[config.mk]
export PLATFORM = sky130hd
export DESIGN_NAME = bbpe_front
export DESIGN_NICKNAME = d
export VERILOG_FILES = /design/src/design/bbpe_pkg.sv /design/src/design/bbpe_front.sv
export SDC_FILE = /design/constraint.sdc
export NUM_CORES = 1
export LEC_CHECK = 0
export ABC_AREA = 1
export BUFFER_PORTS_ARGS = -buffer_cell sky130_fd_sc_hd__buf_2
export CORE_AREA = 2 2 109 111
export CTS_CLUSTER_SIZE = 40
export DETAILED_ROUTE_END_ITERATION = 10
export DIE_AREA = 0 0 111 113
export HOLD_SLACK_MARGIN = 0.08
export PLACE_DENSITY = 0.66
export SYNTH_ARGS = -nofsm -noshare
export SYNTH_HDL_FRONTEND = slang
export SYNTH_SLANG_ARGS = --single-unit
[constraint.sdc]
create_clock -name clk -period 5.2 [get_ports clk]
set_clock_uncertainty 0.15 [all_clocks]
set_input_delay 0.52 -clock clk [delete_from_list [all_inputs] [get_ports clk]]
set_output_delay 0.52 -clock clk [all_outputs]
set_load 0.02 [all_outputs]
[src/design/bbpe_pkg.sv]
package bbpe_pkg;

	localparam int COORD_BITS = 32;
	localparam int FRAC_BITS  = 16;
	localparam int PARAM_BITS = FRAC_BITS + 1;
	localparam int WT_BITS    = FRAC_BITS + 2;
	localparam int PROD_BITS  = 2 * WT_BITS;
	localparam int ACC_BITS   = COORD_BITS + 3 * FRAC_BITS + 8;
	localparam int GRID_DEPTH = 16;
	localparam int NUM_TERMS  = 16;
	localparam int QUEUE_DEPTH = 2;

	localparam logic OP_LOAD = 1'b0;
	localparam logic OP_EVAL = 1'b1;

	typedef logic [WT_BITS-1:0] wt_t;
	typedef logic [PARAM_BITS-1:0] par_t;

	typedef struct packed {
		par_t u;
		par_t v;
	} eval_req_t;

	typedef struct packed {
		wt_t w0;
		wt_t w1;
		wt_t w2;
		wt_t w3;
	} wset_t;

endpackage

[src/design/bbpe_front.sv]
module bbpe_front
	import bbpe_pkg::*;
(
	input  logic clk,
	input  logic arst_n,
	input  logic valid,
	output logic ready,
	input  logic opcode,
	input  logic [1:0] row_index,
	input  logic [1:0] col_index,
	input  logic signed [COORD_BITS-1:0] point_x,
	input  logic signed [COORD_BITS-1:0] point_y,
	input  logic signed [COORD_BITS-1:0] point_z,
	input  par_t param_u,
	input  par_t param_v,
	input  logic grid_busy,
	output logic ld_we,
	output logic [3:0] ld_addr,
	output logic [3*COORD_BITS-1:0] ld_data,
	output logic q_valid,
	input  logic q_pop,
	output eval_req_t q_head
);

	eval_req_t q_mem_q [QUEUE_DEPTH];
	logic q_wr_q, q_rd_q;
	logic [1:0] q_cnt_q;
	logic push;

	// loads must not overtake a queued evaluate that still reads the grid
	assign ready = (opcode == OP_EVAL) ? (q_cnt_q != 2'(QUEUE_DEPTH))
	                                   : (q_cnt_q == 2'd0 && !grid_busy);
	assign push    = valid && ready && (opcode == OP_EVAL);
	assign ld_we   = valid && ready && (opcode == OP_LOAD);
	assign ld_addr = {row_index, col_index};
	assign ld_data = {point_x, point_y, point_z};
	assign q_valid = (q_cnt_q != 2'd0);
	assign q_head  = q_mem_q[q_rd_q];

	always_ff @(posedge clk) begin
		if (push) q_mem_q[q_wr_q] <= '{u: param_u, v: param_v};
	end

	always_ff @(posedge clk or negedge arst_n) begin
		if (!arst_n) begin
			q_wr_q  <= 1'b0;
			q_rd_q  <= 1'b0;
			q_cnt_q <= 2'd0;
		end else begin
			if (push) q_wr_q <= ~q_wr_q;
			if (q_pop) q_rd_q <= ~q_rd_q;
			q_cnt_q <= q_cnt_q + 2'(push) - 2'(q_pop);
		end
	end

	assert property (@(posedge clk) disable iff (!arst_n) q_pop |-> q_valid)
		else $error("pop from empty queue");
	assert property (@(posedge clk) disable iff (!arst_n) q_cnt_q <= 2'(QUEUE_DEPTH))
		else $error("queue overflow");
	assert property (@(posedge clk) disable iff (!arst_n) ld_we |-> !q_valid)
		else $error("load overtook evaluate");

endmodule

==> flow_summary_export.csv <==
group,metric,value,unit
run_status,status,"complete, no violations",
worst_setup_path,cp_max_fo,69,
sta,fin_crit_sh,0.511,
global_routing,grt_max_degree,70,
worst_setup_path,critPathSlowestCell,"dfrtp_2",
yosys,yosysSeqAreaShare,0.603,
yosys,ys_types,17,
clocking,cts-root-buf,"clkbuf_16",
clocking,clock_sinks,72,
sta,slew_headroom,0.254,
global_routing,overflow,0,
floorplan,row_count,39,
floorplan,die-area,12500,sq um
global_routing,grt_pass1_vias,1852,
layout,synthToLayoutAreaGrowth,2.22,%
layout,fin_util,0.322,
sta,rsz0062_at_grt,"false",
yosys,synth-warning-count,0,
sta,drv_slew,0,
yosys,synth_cells,310,
placed_design,io_buffer_count,76,
layout,drive_gt1_frac,0.338,
clocking,worstSkewPairLatency,0.33,ns
yosys,postSynthAreaPerCell,11.5,sq um
sta,min_period,2.66,ns
floorplan,fp.dieH,113,um
detailed_routing,vias_per_cell,4.42,
clocking,clk_path_buf_depth,2,
clocking,cts_resized,0,
layout,nFillCells,1111,
clocking,cts_setup_buffers,0,
layout,seq_area,2140,sq um
floorplan,die_x,111,um
clocking,holdBufCountCts,1,
detailed_routing,totalWireLength,10500,um
pwr,power,0.00200,W
worst_setup_path,crit_required,4.53,ns
worst_setup_path,cp-start-kind,"register",
detailed_routing,drc,0,
sta,hold_viol,0,
global_routing,grt.total_usage,0.158,
layout,antennaDiodeCount,0,
floorplan,coreArea,11300,sq um
job,cap_violations,0,
sta,fmax,0.377,GHz
detailed_routing,routedWlPerCell,23.9,um
layout,nets,433,
layout,layout_common_cells,"76 x buf_2, 68 x edfxtp_1, 43 x inv_1, 43 x nand2_1, 23 x o21ai_0",
hold_path,worstHoldPathType,"primary input to register",
global_routing,antenna_found_initial,0,
detailed_routing,drt-initial-drc-count,103,
placed_design,placed_area,3300,sq um
sta,setup_viol_count_final,0,
detailed_routing,drt_pass1_iterations,6,
sta,setup_tns,0,ns
pwr,p_leak,1.56,nW
yosys,synth_nets,452,
pwr,cellPowerDensity,551,nW/um^2
clocking,cts_buffers,9,
yosys,netlist_area,3550,sq um
pwr,ir_drop,0.430,mV
worst_setup_path,cp.arrival,1.99,ns
layout,mostFrequentLayoutCell,"buf_2",
yosys,ys_seq_elements,72,
worst_setup_path,crit_type,"register to output pin",
worst_setup_path,crit_chain,"o21ai_0, buf_2",
floorplan,start_util,0.315,
floorplan,pin_count,277,
placed_design,finalWeightedCongestion,0.759,
layout,finish.instance_area,3630,sq um
clocking,clk_pin_slew,0.06,ns
detailed_routing,num_vias,1942,
sta,tightestPinTransition,1.12,ns
clocking,htree_levels,3,
clocking,cts_tree,"yes",
worst_setup_path,endpoint_kind,"output pin",
layout,layout.cells.non_filler,439,
detailed_routing,antenna_left,0,
layout,multi_input_area,433,sq um
placed_design,dp_hpwl,8620,um
placed_design,dpl.cell_count,422,
global_routing,grt_pass1_wl,13600,um
worst_setup_path,cpPeakStageDelay,1.11,ns
==> critical path, delay by kind of cell (launching register included) <==
family                 cells  cell delay, ns
AO/OA/AOI/OAI              1            0.29
flip-flops                 1            1.11
buffers and inverters      1            0.23
==> metrics by stage <==
step | setup WS [ns] | hold slack [ns]
after floorplan | 2.54 | 0.0744
after CTS | 2.49 | 0.212
after global placement | 2.86 | 0.186
after detailed placement | 2.86 | 0.188
after global routing | 2.32 | 0.212
final | 2.54 | 0.223
==> synth_stat cells <==
library cell / count / area, sq um
o21a_1: 1 / 7.51
nand3_1: 2 / 10.0
xor2_1: 1 / 8.76
o21ai_2: 6 / 52.6
nand2_1: 43 / 161
inv_1: 43 / 161
ha_1: 2 / 25.0
buf_6: 2 / 22.5
buf_8: 2 / 30.0
nor2_1: 2 / 7.51
o21ai_0: 23 / 115
dfrtp_1: 4 / 100
nand4_1: 2 / 12.5
buf_4: 101 / 758
buf_2: 3 / 15.0
o21ai_1: 5 / 25.0
edfxtp_1: 68 / 2040
==> registers in the layout (all words and copies together) (netlist names) <==
signal,count
q_rd_q,1
q_cnt_q,2
q_mem_q,68
q_wr_q,1
==> metal layers <==
metal | track usage | part of all wire | vias to the layer above
li1 | - | - | 862
met1 | 0.100 | 0.22 | 869
met2 | 0.236 | 0.46 | 189
met3 | 0.222 | 0.29 | 22
met4 | 0.0692 | 0.031 | 0
met5 | 0.00784 | 0 | -
==> final timing paths <==
kind                                       from                       end  slack (ns)  depth (start not counted)
min in group asynchronous                arst_n        q_wr_q$_DFFE_PN0P_        0.37                          2
max in group asynchronous                arst_n        q_rd_q$_DFFE_PN0P_        4.39                          2
setup / recovery             q_rd_q$_DFFE_PN0P_                q_head[16]        2.54                          2
hold / removal                      param_v[14]  q_mem_q[0][14]$_DFFE_PP_        0.22                          1
setup reg to reg           q_cnt_q[0]$_DFF_PN0_  q_mem_q[1][13]$_DFFE_PP_        3.07                          4
hold reg to reg              q_wr_q$_DFFE_PN0P_        q_wr_q$_DFFE_PN0P_        0.34                          2
==> final cells by class <==
class,instances,area share
repair buffers,78,0.110
multi-input cells,87,0.119
clock inverters,7,0.0258
clock buffers,9,0.0620
well taps,143,0.0492
flip-flops and latches,72,0.590
inverters,43,0.0444
==> cells by family after synthesis <==
logic type | share of synthesized area
simple gates | 0.0539
buf+inv | 0.278
fa+ha+maj | 0.00704
compound gates | 0.0563
xor+xnor | 0.00246
flops | 0.603
==> power breakdown <==
group / internal (W) / switching [W]
sequential: 0.000725 / 0.0000977
clock: 0.000419 / 0.000235
combinational: 0.000172 / 0.000351
No activity file was read; power rests on OpenSTA's default activity.
